### src/rtl/eqp_pkg.sv
// ----------------------------------------------------------------------------
// eqp_pkg
// Shared types and constants for the ellipse quadrant point generator.
// ----------------------------------------------------------------------------
package eqp_pkg;
  localparam int RADIUS_BITS = 10;
  localparam int COORD_BITS  = 12;
  localparam int CFG_DATA_BITS = 12;
  localparam int CFG_IDX_BITS  = 2;
  localparam int OFS_BITS = RADIUS_BITS;
  // (2n-1)^2 * a^2 and 4 b^2 (a^2 - t^2) both fit in 4*R+2 bits
  localparam int PROD_BITS = 4 * RADIUS_BITS + 2;
  localparam int SQ_BITS   = 2 * RADIUS_BITS + 2;
  localparam int QCNT_BITS = $clog2(RADIUS_BITS + 1);

  localparam logic [CFG_IDX_BITS-1:0] REG_RADIUS_X = 2'd0;
  localparam logic [CFG_IDX_BITS-1:0] REG_RADIUS_Y = 2'd1;
  localparam logic [CFG_IDX_BITS-1:0] REG_CENTER_X = 2'd2;
  localparam logic [CFG_IDX_BITS-1:0] REG_CENTER_Y = 2'd3;

  typedef logic [RADIUS_BITS-1:0] radius_t;
  typedef logic signed [COORD_BITS-1:0] coord_t;

  // classified job handed from front to back
  typedef struct packed {
    radius_t a;
    radius_t b;
    radius_t t;
    logic    wide;
  } job_t;

  typedef struct packed {
    logic [OFS_BITS-1:0] dx;
    logic [OFS_BITS-1:0] dy;
  } ofs_t;

  typedef struct packed {
    coord_t     point_x;
    coord_t     point_y;
    logic [1:0] quadrant;
    logic       last;
  } point_t;
endpackage

### src/rtl/eqp_if.sv
// ----------------------------------------------------------------------------
// eqp_if
// Valid/ready channel carrying a generic payload.
// ----------------------------------------------------------------------------
interface eqp_if #(parameter type payload_t = logic) ();
  logic     valid;
  logic     ready;
  payload_t data;
  modport source (output valid, output data, input ready);
  modport sink (input valid, input data, output ready);
endinterface

### src/rtl/eqp_front.sv
// ----------------------------------------------------------------------------
// eqp_front
// Accepts steps, picks major/minor radius, clamps step, feeds a 2-entry queue.
// ----------------------------------------------------------------------------
module eqp_front (
  input  logic                 clk,
  input  logic                 rst_n,
  input  logic                 in_valid,
  output logic                 in_ready,
  input  eqp_pkg::radius_t     in_step,
  input  eqp_pkg::radius_t     radius_x,
  input  eqp_pkg::radius_t     radius_y,
  output logic                 job_valid,
  input  logic                 job_ready,
  output eqp_pkg::job_t        job
);
  import eqp_pkg::*;

  job_t       q_r [2];
  logic       wp_r, rp_r;
  logic [1:0] cnt_r;
  job_t       cls;
  logic       push, pop;

  always_comb begin
    cls.wide = radius_x >= radius_y;
    cls.a    = cls.wide ? radius_x : radius_y;
    cls.b    = cls.wide ? radius_y : radius_x;
    cls.t    = (in_step > cls.a) ? cls.a : in_step;
  end

  assign in_ready  = cnt_r != 2'd2;
  assign push      = in_valid && in_ready;
  assign job_valid = cnt_r != 2'd0;
  assign pop       = job_valid && job_ready;
  assign job       = q_r[rp_r];

  always_ff @(posedge clk) begin
    if (push) q_r[wp_r] <= cls;
    if (!rst_n) begin
      wp_r <= 1'b0; rp_r <= 1'b0; cnt_r <= 2'd0;
    end else begin
      if (push) wp_r <= ~wp_r;
      if (pop) rp_r <= ~rp_r;
      cnt_r <= cnt_r + {1'b0, push} - {1'b0, pop};
    end
  end
endmodule

### src/rtl/eqp_root.sv
// ----------------------------------------------------------------------------
// eqp_root
// Bit-serial search for the rounded minor offset, one bit per cycle.
// ----------------------------------------------------------------------------
module eqp_root (
  input  logic           clk,
  input  logic           rst_n,
  input  logic           job_valid,
  output logic           job_ready,
  input  eqp_pkg::job_t  job,
  output logic           ofs_valid,
  input  logic           ofs_ready,
  output eqp_pkg::ofs_t  ofs
);
  import eqp_pkg::*;

  typedef enum logic [3:0] {
    S_IDLE = 4'b0001, S_PREP = 4'b0010, S_SRCH = 4'b0100, S_DONE = 4'b1000
  } state_t;

  state_t                 state_r;
  job_t                   job_r;
  logic [SQ_BITS-1:0]     a2_r, rr_r, b4_r;
  logic [PROD_BITS-1:0]   rhs_r;
  logic [OFS_BITS-1:0]    n_r;
  logic [SQ_BITS-1:0]     sq_r;
  logic [QCNT_BITS-1:0]   bit_r;
  logic [OFS_BITS-1:0]    cand;
  logic [SQ_BITS-1:0]     csq;
  logic [SQ_BITS-1:0]     k2;
  logic [PROD_BITS-1:0]   lhs;
  logic                   prep_phase_r;

  // candidate with the current bit set; accepted if (2c-1)^2 a^2 <= rhs and c <= b
  assign cand = n_r | (OFS_BITS'(1) << bit_r);
  // c^2 built from n^2 by shifts, the bits below the current one are still clear
  assign csq  = sq_r + (SQ_BITS'(n_r) << (bit_r + QCNT_BITS'(1)))
              + (SQ_BITS'(1) << {bit_r, 1'b0});
  assign k2   = (csq << 2) - (SQ_BITS'(cand) << 2) + SQ_BITS'(1);
  assign lhs  = PROD_BITS'(k2) * PROD_BITS'(a2_r);

  assign job_ready = state_r == S_IDLE;
  assign ofs_valid = state_r == S_DONE;
  assign ofs.dx = job_r.wide ? job_r.t : n_r;
  assign ofs.dy = job_r.wide ? n_r : job_r.t;

  always_ff @(posedge clk) begin
    if (!rst_n) begin
      state_r <= S_IDLE;
    end else begin
      case (state_r)
        S_IDLE: begin
          if (job_valid) begin
            job_r <= job;
            n_r <= '0;
            sq_r <= '0;
            prep_phase_r <= 1'b0;
            state_r <= S_PREP;
          end
        end
        S_PREP: begin
          if (!prep_phase_r) begin
            a2_r <= SQ_BITS'(job_r.a * job_r.a);
            rr_r <= SQ_BITS'(job_r.t * job_r.t);
            b4_r <= SQ_BITS'({job_r.b, 1'b0} * {job_r.b, 1'b0});
            prep_phase_r <= 1'b1;
          end else begin
            rhs_r <= PROD_BITS'(b4_r) * PROD_BITS'(a2_r - rr_r);
            bit_r <= QCNT_BITS'(OFS_BITS - 1);
            state_r <= (job_r.a == '0) ? S_DONE : S_SRCH;
          end
        end
        S_SRCH: begin
          if (cand <= job_r.b && lhs <= rhs_r) begin
            n_r <= cand;
            sq_r <= csq;
          end
          if (bit_r == '0) state_r <= S_DONE;
          else bit_r <= bit_r - QCNT_BITS'(1);
        end
        S_DONE: if (ofs_ready) state_r <= S_IDLE;
        default: state_r <= S_IDLE;
      endcase
    end
  end
endmodule

### src/rtl/eqp_emit.sv
// ----------------------------------------------------------------------------
// eqp_emit
// Emits the four mirrored, saturated points of one offset pair.
// ----------------------------------------------------------------------------
module eqp_emit (
  input  logic              clk,
  input  logic              rst_n,
  input  logic              ofs_valid,
  output logic              ofs_ready,
  input  eqp_pkg::ofs_t     ofs,
  input  eqp_pkg::coord_t   center_x,
  input  eqp_pkg::coord_t   center_y,
  output logic              out_valid,
  input  logic              out_ready,
  output eqp_pkg::point_t   out_data
);
  import eqp_pkg::*;

  localparam int SUM_BITS = ((COORD_BITS > OFS_BITS) ? COORD_BITS : OFS_BITS) + 2;

  ofs_t       ofs_r;
  logic       busy_r;
  logic [1:0] q_r;
  logic       valid_r;
  point_t     pt_r;
  point_t     pt;
  logic       adv;

  function automatic coord_t sat(input coord_t c, input logic [OFS_BITS-1:0] d,
                                 input logic neg);
    logic signed [SUM_BITS-1:0] s;
    s = neg ? SUM_BITS'(c) - $signed(SUM_BITS'(d)) : SUM_BITS'(c) + $signed(SUM_BITS'(d));
    if (s > SUM_BITS'(2047)) return coord_t'(2047);
    if (s < -SUM_BITS'(2048)) return coord_t'(-2048);
    return coord_t'(s);
  endfunction

  assign pt.point_x  = sat(center_x, ofs_r.dx, q_r[1]);
  assign pt.point_y  = sat(center_y, ofs_r.dy, q_r[0]);
  assign pt.quadrant = q_r;
  assign pt.last     = q_r == 2'd3;

  assign adv       = busy_r && (!valid_r || out_ready);
  assign ofs_ready = !busy_r;
  assign out_valid = valid_r;
  assign out_data  = pt_r;

  always_ff @(posedge clk) begin
    if (ofs_valid && ofs_ready) ofs_r <= ofs;
    if (adv) pt_r <= pt;
    if (!rst_n) begin
      busy_r <= 1'b0; q_r <= 2'd0; valid_r <= 1'b0;
    end else begin
      if (ofs_valid && ofs_ready) begin
        busy_r <= 1'b1; q_r <= 2'd0;
      end else if (adv) begin
        q_r <= q_r + 2'd1;
        if (q_r == 2'd3) busy_r <= 1'b0;
      end
      if (adv) valid_r <= 1'b1;
      else if (out_ready) valid_r <= 1'b0;
    end
  end
endmodule

### src/rtl/ellipse_quadrant_points.sv
// ----------------------------------------------------------------------------
// ellipse_quadrant_points
// Steps along the major axis of an ellipse and emits four mirrored points.
// ----------------------------------------------------------------------------
// Usage: write radius_x, radius_y, center_x, center_y through the cfg port
// (index 0..3) while idle; reset values are radii 1, centre 0.
// Input channel in_*: one step index per transfer. Output channel out_*:
// four points per step, quadrants 0..3 in order, last set on the fourth.
// Front classifies the step and clamps it to the major radius, a two-entry
// queue holds the jobs, the back end finds the minor offset one bit per
// cycle with a 42-bit compare of two multiplier products, then an emitter
// saturates and sends the points.
// The bit-serial offset search takes one job at a time and sets the
// throughput; the emitter overlaps it, sending the points of one step
// while the next offset is searched.
// Reset is synchronous, active low, and clears all queues and states.
// A stalled receiver holds the output register; the queue then fills and
// in_ready drops, nothing is lost.
// ----------------------------------------------------------------------------
module ellipse_quadrant_points (
  input  logic                               clk,
  input  logic                               rst_n,
  eqp_if.sink                                in_ch,
  eqp_if.source                              out_ch,
  input  logic                               cfg_we,
  input  logic [eqp_pkg::CFG_IDX_BITS-1:0]   cfg_index,
  input  logic [eqp_pkg::CFG_DATA_BITS-1:0]  cfg_data
);
  import eqp_pkg::*;

  radius_t rx_r, ry_r;
  coord_t  cx_r, cy_r;
  logic    job_valid, job_ready, ofs_valid, ofs_ready;
  job_t    job;
  ofs_t    ofs;
  point_t  pt;

  always_ff @(posedge clk) begin
    if (!rst_n) begin
      rx_r <= radius_t'(1); ry_r <= radius_t'(1); cx_r <= '0; cy_r <= '0;
    end else if (cfg_we) begin
      case (cfg_index)
        REG_RADIUS_X: rx_r <= cfg_data[RADIUS_BITS-1:0];
        REG_RADIUS_Y: ry_r <= cfg_data[RADIUS_BITS-1:0];
        REG_CENTER_X: cx_r <= coord_t'(cfg_data);
        REG_CENTER_Y: cy_r <= coord_t'(cfg_data);
        default: ;
      endcase
    end
  end

  eqp_front u_front (
    .clk, .rst_n, .in_valid(in_ch.valid), .in_ready(in_ch.ready),
    .in_step(in_ch.data), .radius_x(rx_r), .radius_y(ry_r),
    .job_valid, .job_ready, .job
  );

  eqp_root u_root (
    .clk, .rst_n, .job_valid, .job_ready, .job, .ofs_valid, .ofs_ready, .ofs
  );

  eqp_emit u_emit (
    .clk, .rst_n, .ofs_valid, .ofs_ready, .ofs, .center_x(cx_r), .center_y(cy_r),
    .out_valid(out_ch.valid), .out_ready(out_ch.ready), .out_data(pt)
  );

  assign out_ch.data = pt;

  // at least one offset stays within its radius (the minor offset never exceeds the minor radius)
  a_ofs_bound: assert property (@(posedge clk) disable iff (!rst_n)
    ofs_valid |-> (ofs.dx <= rx_r || ofs.dy <= ry_r))
    else $error("offset beyond radius");

  // quadrant 3 always carries last
  a_last: assert property (@(posedge clk) disable iff (!rst_n)
    out_ch.valid |-> (pt.last == (pt.quadrant == 2'd3)))
    else $error("last flag mismatch");

  // a stalled point stays put
  a_hold: assert property (@(posedge clk) disable iff (!rst_n)
    out_ch.valid && !out_ch.ready |=> out_ch.valid && $stable(pt))
    else $error("output changed under stall");
endmodule
### src/flat_wrapper.sv
// flat-port wrapper written by rule: the top's interface ports become plain ports
module ellipse_quadrant_points_flat import eqp_pkg::*;
  (clk, rst_n, cfg_we, cfg_index, cfg_data, in_ch_valid, in_ch_data, in_ch_ready, out_ch_valid, out_ch_data, out_ch_ready);
  eqp_if in_ch_i ();
  eqp_if out_ch_i ();
  input  logic clk;
  input  logic rst_n;
  input  logic cfg_we;
  input  logic [eqp_pkg::CFG_IDX_BITS-1:0] cfg_index;
  input  logic [eqp_pkg::CFG_DATA_BITS-1:0] cfg_data;
  input wire logic [$bits(in_ch_i.valid)-1:0] in_ch_valid;
  input wire logic [$bits(in_ch_i.data)-1:0] in_ch_data;
  output wire logic [$bits(in_ch_i.ready)-1:0] in_ch_ready;
  output wire logic [$bits(out_ch_i.valid)-1:0] out_ch_valid;
  output wire logic [$bits(out_ch_i.data)-1:0] out_ch_data;
  input wire logic [$bits(out_ch_i.ready)-1:0] out_ch_ready;
  assign in_ch_i.valid = in_ch_valid;
  assign in_ch_i.data = in_ch_data;
  assign in_ch_ready = in_ch_i.ready;
  assign out_ch_valid = out_ch_i.valid;
  assign out_ch_data = out_ch_i.data;
  assign out_ch_i.ready = out_ch_ready;
  ellipse_quadrant_points u_core (.clk(clk), .rst_n(rst_n), .in_ch(in_ch_i), .out_ch(out_ch_i), .cfg_we(cfg_we), .cfg_index(cfg_index), .cfg_data(cfg_data));
endmodule
### config.mk
export PLATFORM = sky130hd
export DESIGN_NAME = ellipse_quadrant_points_flat
export DESIGN_NICKNAME = d
export VERILOG_FILES = /design/src/rtl/eqp_pkg.sv /design/src/rtl/eqp_if.sv /design/src/rtl/eqp_front.sv /design/src/rtl/eqp_root.sv /design/src/rtl/eqp_emit.sv /design/src/rtl/ellipse_quadrant_points.sv /design/src/flat_wrapper.sv
export SDC_FILE = /design/constraint.sdc
export NUM_CORES = 1
export LEC_CHECK = 0
export BUFFER_PORTS_ARGS = -buffer_cell sky130_fd_sc_hd__buf_2
export CAP_MARGIN = 5
export CORE_UTILIZATION = 46
export CTS_BUF_LIST = sky130_fd_sc_hd__clkbuf_2
export DETAILED_ROUTE_END_ITERATION = 16
export REMOVE_ABC_BUFFERS = 1
export SLEW_MARGIN = 10
export SYNTH_ARGS = -nofsm -noshare
export SYNTH_HDL_FRONTEND = slang
export SYNTH_SLANG_ARGS = --single-unit
### constraint.sdc
create_clock -name clk -period 3.05 [get_ports clk]
set_input_delay 0.61 -clock clk [delete_from_list [all_inputs] [get_ports clk]]
set_output_delay 0.61 -clock clk [all_outputs]
set_load 0.02 [all_outputs]
## After elaboration in Yosys (flattened, before gate mapping)

Memory sizes are Yosys's and may differ from the RTL's. A register that Yosys moved wholly into a read port is not among the register bits.
Cells that the tools add are included.

| storage, ports and cells | value |
|---|---|
| output and inout bits | 3 |
| memories kept | 1 |
| register bits after elaboration | 38 |
| RAM bits | 62 |
| word-level logic and storage cells | 79 |
| bits of input ports | 20 |

| operators by class | value |
|---|---|
| equal/unequal tests | 12 |
| magnitude comparators | 2 |
| $add $sub $neg | 4 |
| bitwise gates (word level) | 3 |
| reduce and logical (&&, ||, !) cells | 24 |
| muxes and demuxes | 21 |

Memories:

| memory | words | bits a word | read ports | clocked after memory_dff | write ports | line | RTL |
|---|---|---|---|---|---|---|---|
| u_core.u_front.q_r | 2 | 31 | 1 | 1 | 1 | eqp_front.sv:19 | `job_t q_r [2];` |

Operators with widths:

| cell | number |
|---|---|
| two-way mux 10 bit | 3 |
| two-way mux 4 bit | 7 |
| one-hot mux 4 bit (4 select lines) | 1 |
| inequality test 2 bit (second input constant) | 6 |
| nonzero test 2 bit | 6 |
| greater-or-equal comparator 10 bit | 1 |
| > comparator 1 x 10 -> 1 bit | 1 |
| zero test 10 bit | 1 |
| two-way mux 1 bit | 8 |
| one-hot mux 4 bit (2 select lines) | 1 |
| AND reduction 4 bit | 2 |
| AND reduction 2 bit | 3 |
| AND reduction 3 bit | 2 |
| == test 4 x 1 -> 1 bit (second input constant) | 1 |
| == test 4 x 2 -> 1 bit (second input constant) | 1 |
| == test 4 x 3 -> 1 bit (second input constant) | 1 |
| == test 4 bit (second input constant) | 1 |
| logical AND 1 bit | 4 |
| zero test 4 bit | 1 |
| subtractor 4 x 1 -> 4 bit (second input constant) | 1 |
| NOT 1 bit | 3 |
| adder 2 x 1 -> 2 bit | 1 |
| adder 2 x 1 -> 2 bit (second input constant) | 1 |
| == test 2 x 1 -> 1 bit (second input constant) | 1 |
| other kinds (7) | 8 |

## Depth between registers and ports, before layout

Gate-level depths: netlist of the first run.

| depth | value |
|---|---|
| depth after elaboration | 5 |
| depth in mapped cells | 10 |
| depth with buffers taken out | 8 |

## By module

A second synthesis of the first run with hierarchy kept.

| second synthesis, totals | value |
|---|---|
| cells, all modules | 5,640 |
| area, all modules | 54,847.6 um^2 |

By module, submodules not included:

| module | area an instance (um^2) | times used | seq. area each (um^2) | cells each |
|---|---|---|---|---|
| eqp_root | 46,572.2 | 1 | 4,974.8 | 4,960 |
| eqp_front | 3,354.5 | 1 | 1,961.9 | 219 |
| eqp_emit | 3,280.6 | 1 | 1,491.4 | 300 |
| ellipse_quadrant_points | 1,640.3 | 1 | 880.8 | 161 |

## Least setup slack after synthesis of the first run

OpenSTA, ideal clock, no wires.

| path | value |
|---|---|
| path type | flip-flop to flip-flop |
| start point | reg u_core.rx_r[0] |
| end point | mem u_core.u_front.q_r[0][21] in the netlist's numbering, data pin |
| arrival time | 1.877 ns |
| period minus slack after synthesis | 2.139 ns |
| data required time | 2.788 ns |
| cell stages (with the launch flop) | 8 |
| path slack | 0.911 ns |
| library setup time | 0.262 ns |
| buffers on the path | 0 |
| cells stage by stage | dfxtp_1 inv_1 ha_1 nand2b_4 a211oi_2 nor3_1 nor4_4 mux2_2 |

RTL lines:

| item | line | RTL |
|---|---|---|
| from (decl) | ellipse_quadrant_points.sv:31 | `radius_t rx_r, ry_r;` |
| from (signal assigned) | ellipse_quadrant_points.sv:43 | `REG_RADIUS_X: rx_r <= cfg_data[RADIUS_BITS-1:0];` |
| to (decl) | eqp_front.sv:19 |  |

==> results of run 1 <==
-- tightest hold or removal path, cell delays in order --
cell	delay, ns
buf_2	0.09
mux2i_1	0.06
nand2_1	0.06
-- synth_stat cells, types with 3 or more instances --
cell type / instances / share of area
nand2_1: 5 / 0.0063
nor2b_1: 3 / 0.0063
nor2_1: 39 / 0.049
dfxtp_1: 32 / 0.21
edfxtp_1: 36 / 0.36
inv_1: 16 / 0.020
xnor2_1: 6 / 0.018
mux2_2: 20 / 0.076
clkbuf_1: 6 / 0.0076
mux2i_1: 19 / 0.064
o21ai_0: 3 / 0.0050
ha_1: 14 / 0.059
a31oi_1: 3 / 0.0063
a21oi_1: 4 / 0.0067
-- state kept, by name (all words and copies together), names as in the netlist --
name                        flops
u_core.u_front.rp_r             1
u_core.u_front.cnt_r            2
u_core.u_root.state_r           4
u_core.u_front.q_r             20
u_core.u_root.prep_phase_r      1
u_core.u_emit.out_valid         1
u_core.u_emit.q_r               2
u_core.u_front.wp_r             1
u_core.ry_r                    10
u_core.u_emit.out_data          1
u_core.u_root.bit_r             4
u_core.rx_r                    10
u_core.u_root.job_r            10
u_core.u_emit.busy_r            1
-- metrics by stage --
stage / std cells / total power [mW] / hold slack (ns) / cell area [um2]
finish: 349 / 2.18 / 0.332 / 3300
global route: 349 / 2.29 / 0.310 / 3300
CTS: 349 / 2.20 / 0.293 / 3300
detailed placement: 333 / 1.62 / 0.498 / 3170
global placement: 333 / 1.61 / 0.485 / 3170
floorplan: 235 / 1.50 / 0.467 / 2950
-- how the worst max path moves through the flow --
stage                         startpoint                         to  slack [ns]  cells after the start
after floorplan             cfg_index[1]             u_core.rx_r[1]        0.86                      3
after global placement    u_core.rx_r[0]  u_core.u_front.q_r[0][26]        0.70                      8
after detailed placement  u_core.rx_r[0]  u_core.u_front.q_r[1][26]        0.68                      8
after CTS                 u_core.rx_r[0]  u_core.u_front.q_r[0][26]        0.64                      8
after global routing      u_core.rx_r[0]  u_core.u_front.q_r[0][21]        0.57                      8
final                     u_core.rx_r[0]  u_core.u_front.q_r[0][26]        0.69                      8
-- cells by family (layout without fill, tap and decap cells) --
group | Yosys count | in the layout | synth area share
mux | 39 | 39 | 0.139
compound gates | 22 | 22 | 0.0512
flops | 68 | 68 | 0.577
xor+xnor | 8 | 8 | 0.0235
buf+inv | 24 | 55 | 0.0311
simple gates | 68 | 68 | 0.119
fa+ha+maj | 14 | 14 | 0.0588
-- cell type report --
type,count,area (um2)
Multi-Input combinational cell,151,1170
Timing Repair Buffer,23,125
Sequential cell,68,1720
Tap cell,75,93.8
Fill cell,563,2790
Clock inverter,6,78.8
Clock buffer,10,50.0
Inverter,16,60.1
-- routing by layer --
layer,track usage,part of all wire,vias up
met2,0.238,0.44,19
met4,0.0983,0.027,0
li1,-,-,927
met3,0.0330,0.020,12
met1,0.205,0.51,809
met5,0,0,-
-- power by group --
part           total (mW)  switching (mW)  internal (mW)
clock               0.584           0.317          0.267
sequential           1.18          0.0758           1.10
combinational       0.415           0.209          0.206
total                2.18           0.602           1.57
==> metrics.cfg, run 1 <==
[clocking]
cts_tree=built
clkTransAtPathRegs_ns=0.20
cts_root_buf=clkbuf_2
numCtsBuffers=9
clock-sinks=68
holdBufCountCts=0
cts_setup_buffers=0
worst_skew_pair.late_latency_ns=0.49
htreeDepth=3
ctsResizeCount=0
clockBufferDepth=2

[timing]
rsz0062_at_grt=false
skew_ns=0.0217
setup-violations-final=0
finalSetupTns_ns=0
fmax_mhz=423
worst_pin_slew_ns=0.854
layout_setup_ws_ns=0.688
maxSlewViolCount=0
min_period_ns=2.36
min_period_over_period=0.774
finalHoldViolCount=0
relSlewSlack=0.428

[finish]
final_nets=303
final_common_cell=nor2_1
final_util=0.542
syn_to_final_growth_pct=10.7
drive_gt1_frac=0.223
n_antenna_cell=0
mostFrequentLayoutCells=nor2_1, edfxtp_1, dfxtp_1

[synthesis]
synth_seq_cells=68
synthesis.instances=243
synth.distinct_cells=39
syn_area_per_cell_um2=12.3
synthFlopType=edfxtp_1
synth_seq_area_share=0.577
ys.warnings.count=0
synth-edff-count=36
async_flop_share=0
synth_area_um2=2980

[worst_setup_path]
cp.required_ns=3.30
worst_path_largest_cell_delay_ns=0.38
path_cells=inv_1, ha_1, nand2b_4, a211oi_2, nor3_1, nor4_4, buf_4, mux2_2
cp.buffers_inverters=2
timing.rr.start=u_core.rx_r[0]
critPathSlowestCell=nor4_4
r2r_slack_ns=0.69
regToRegEndpoint=u_core.u_front.q_r[0][26]
crit_type=flip-flop to flip-flop
crit_path_max_fanout=6
crit_path_end_kind=flip-flop
cp.arrival_ns=2.61
start_kind=flip-flop
cpLargestDelayFamily=simple AND/OR/NAND/NOR gates
worstRegToRegCells=8

[routing]
first_pass_iters=6
drt-initial-drc-count=114
wl_per_cell_um=13.5
drc=0
viasPerCell=5.06
routed_wl_um=4710
ant_nets=0
dr_total_vias=1767

[global_routing]
overflow=0
grt_first_pass_wirelength_um=7600
grt_pass1_vias=1647
grt_max_degree=26
antenna_found_initial=0
grt_util_all_layers=0.157

[power_and_ir_drop]
p_leak_nw=1.32
peakVddDrop_mv=0.281
power.density_nw_per_um2=659

[die]
fp.dieArea_um2=6810
core_um2=6100
initial_utilization=0.489
ios=23
rows=28
die_h_um=82.5
die_w_um=82.5

[job]
drv_cap=0

[placed_design]
port_buffers=19
pre_cts_slack_ns=0.680
routabilityCongestion=0.717
dpl.hpwl_um=3380

[hold_path]
hold_path_depth=3
min_path_type=primary input to flip-flop
whs_endpoint=u_core.ry_r[0]
worstHoldStart=cfg_data[0]

[outcome]
outcome=finished clean

Note: power is estimated with default switching activity, not from simulation.
==> inputs of run 2 (changes only) <==
ABC_AREA = 1   (was default)
PLACE_DENSITY = 0.66   (was default)
clock period = 2.1 ns   (was 3.05 ns; I/O delays follow)
==> run 2 against run 1 <==
Clock-buffer cell count rose by 2. Utilization fell by 1.9 points. Global-route usage rose by 0.43 points. Total power rose by 53%. Sequential power rose by 50%. Non-clock buffer count rose by 3. Clock power rose by 3%. Sequential share of layout area fell by 0.53 points. Final cell count rose by 30%. Synthesized area rose by 2.9%. Highest routed layer unchanged.
==> metrics.cfg, run 2 <==
[synthesis]
synth_seq_cells=68  ; unchanged
async_flop_share=0  ; unchanged
synthFlopType=edfxtp_1
yosysTopAreaCell=edfxtp_1
synth_top_area_share=0.352  ; -0.0102
synth.most_common_cell=nand2_1
synth.distinct_cells=31  ; -21%
synth_area_um2=3070  ; +2.9%
synthesis.instances=343  ; +41%
synth_common_cells=nand2_1, nor2_1, edfxtp_1, dfxtp_1, inv_1
syn_area_per_cell_um2=8.94  ; -27%
synth-edff-count=36  ; unchanged
synth_seq_area_share=0.561  ; -0.0162
ys.warnings.count=0  ; unchanged
synth.area.top_cells=edfxtp_1, dfxtp_1, nand2_1

[global_routing]
grt_pass1_vias=2063  ; +25%
overflow=0  ; unchanged
grt_max_degree=25  ; -3.8%
grt_util_all_layers=0.161  ; +0.00426
grt_first_pass_wirelength_um=8870  ; +17%
antenna_found_initial=0  ; unchanged

[power_and_ir_drop]
power.density_nw_per_um2=996  ; +51%
p_leak_nw=1.45  ; +10%
peakVddDrop_mv=0.526  ; +87%

[finish]
final_util=0.522  ; -0.0193
mostFrequentLayoutCells=nand2_1, nor2_1, edfxtp_1
n_antenna_cell=0  ; unchanged
final_nets=404  ; +33%
syn_to_final_growth_pct=8.73
drive_gt1_frac=0.152  ; -0.0706
final_common_cell=nand2_1
top_register=u_core.u_front.q_r
largest_reg_flops=20  ; unchanged
num-fill-cells=598  ; +6.2%

[outcome]
outcome=finished clean

[die]
core_um2=6390  ; +4.8%
rows=29  ; +3.6%
fp.dieArea_um2=7000  ; +2.8%
ios=23  ; unchanged
die_w_um=83.7  ; +1.4%
die_h_um=83.7  ; +1.4%
initial_utilization=0.480  ; -0.00871

[clocking]
cts_tree=built
clkTransAtPathRegs_ns=0.18  ; -0.02 ns
cts_setup_buffers=0  ; unchanged
clock-sinks=68  ; unchanged
ctsResizeCount=0  ; unchanged
clockBufferDepth=2  ; unchanged
htreeDepth=3  ; unchanged
holdBufCountCts=0  ; unchanged
numCtsBuffers=9  ; unchanged
worst_skew_pair.late_latency_ns=0.48  ; about the same
cts_root_buf=clkbuf_2

[job]
drv_cap=0  ; unchanged

[placed_design]
dpl.hpwl_um=3840  ; +14%
port_buffers=19  ; unchanged
routabilityCongestion=0.758  ; +5.7%

[timing]
fmax_mhz=535  ; +26%
min_period_over_period=0.890  ; +0.115
setup-violations-final=0  ; unchanged
worst_pin_slew_ns=0.438  ; -0.416 ns
maxSlewViolCount=0  ; unchanged
relSlewSlack=0.708  ; +0.279
rsz0062_at_grt=false
min_period_ns=1.87  ; -0.494 ns
finalSetupTns_ns=0  ; unchanged
finalHoldViolCount=0  ; unchanged
skew_ns=0.0288  ; +0.00710 ns

[routing]
wl_per_cell_um=11.2  ; -17%
ant_nets=0  ; unchanged
wl_met2_um=2290  ; +11%
met1_length_um=2590  ; +6.9%
viasPerCell=4.77  ; -5.8%
routed.top_layer=met4
routed_wl_um=5060  ; +7.4%
first_pass_iters=4  ; -2
drt-initial-drc-count=79  ; -31%
dr_total_vias=2155  ; +22%
wl_met3_um=110  ; +17%
drc=0  ; unchanged

[worst_setup_path]
cp.buffers_inverters=2  ; unchanged
crit_type=flip-flop to flip-flop
critPathSlowestCell=dfxtp_1
cp.arrival_ns=2.29  ; -0.32 ns
worst_path_largest_cell_delay_ns=0.38  ; about the same
crit_path_max_fanout=6  ; unchanged
cp.required_ns=2.52  ; -0.78 ns
r2r_slack_ns=0.23  ; -0.46 ns
crit_path_end_kind=flip-flop
cpLargestDelayFamily=simple AND/OR/NAND/NOR gates
start_kind=flip-flop
timing.rr.start=u_core.u_root.state_r[2]
path_cells=nor2_2, nand2_1, or2_4, inv_1, ha_1, inv_1, ha_1, xnor2_1, o21ai_0, a21oi_1
worstRegToRegCells=10  ; +2
regToRegEndpoint=u_core.u_front.cnt_r[1]

[hold_path]
min_path_type=primary input to flip-flop
whs_endpoint=u_core.ry_r[0]
worstHoldStart=cfg_data[0]
hold_path_depth=3  ; unchanged

==> run 2: cell types whose count changed after synthesis, sizes merged, moves of 4 or more <==
cell / delta
nand2: +88
o21ai: +22
mux2: -20
a21oi: +19
mux2i: -19
inv: +17
nand4: +9
nand3: +8
nor2: +7
xnor2: -5
buf: +4
nor4: -4
or2: +4
==> run 2: final cells by class <==
cell class	instances	area, um2	area share
flip-flops and latches	68	1720	0.516
clock buffers	12	60.1	0.0180
multi-input cells	232	1170	0.350
clock inverters	4	17.5	0.00525
repair buffers	26	148	0.0443
well taps	77	96.3	0.0289
inverters	33	124	0.0371
==> run 2: worst max path at each step <==
stage	depth (start not counted)	start	to	slack, ns
global route	10	u_core.u_root.state_r[2]	u_core.u_front.cnt_r[1]	0.06
CTS	10	u_core.u_root.state_r[2]	u_core.u_front.cnt_r[1]	0.20
floorplan	7	u_core.ry_r[9]	u_core.u_front.q_r[0][21]	0.34
detailed placement	10	u_core.u_root.state_r[2]	u_core.u_front.cnt_r[1]	0.28
global placement	10	u_core.u_root.state_r[2]	u_core.u_front.cnt_r[1]	0.31
finish	10	u_core.u_root.state_r[2]	u_core.u_front.cnt_r[1]	0.23
==> run 2: routing by layer <==
layer / up-vias / GRT usage
met5: - / 0
met4: 0 / 0.0924
met3: 6 / 0.0326
met2: 21 / 0.258
met1: 939 / 0.204
li1: 1189 / -
==> run 2: cell families after synthesis <==
| family | Yosys count | synth area share |
|---|---|---|
| AOI/OAI and AO/OA | 51 | 0.0881 |
| adders and majority gates | 14 | 0.0571 |
| DFF | 68 | 0.561 |
| xor gates and xnor gates | 1 | 0.00286 |
| and+or+nand+nor | 166 | 0.233 |
| buffers and inverters | 43 | 0.0579 |
==> run 2: report_power, final <==
part           switching (mW)  internal, mW  leakage (nW)
Sequential              0.116          1.66         0.598
Combinational           0.598         0.350         0.789
Clock                   0.438         0.160        0.0608
Total                    1.15          2.17          1.45
==> run 2: stage by stage <==
stage / worst slack [ns] / std cells / instance area [um2] / power (mW) / hold slack (ns)
2_1_floorplan: 0.344 / 333 / 3010 / 2.51 / 0.444
3_5_place_dp: 0.278 / 436 / 3260 / 2.76 / 0.465
3_3_place_gp: 0.311 / 436 / 3260 / 2.73 / 0.456
5_1_grt: 0.0578 / 452 / 3340 / 3.57 / 0.137
4_1_cts: 0.204 / 452 / 3340 / 3.35 / 0.138
6_report: 0.232 / 452 / 3340 / 3.32 / 0.180
==> run 2: tightest hold or removal path, cell delays in order <==
cell and delay [ns]:
buf_2 0.08, nand2_1 0.05, nand3_1 0.06
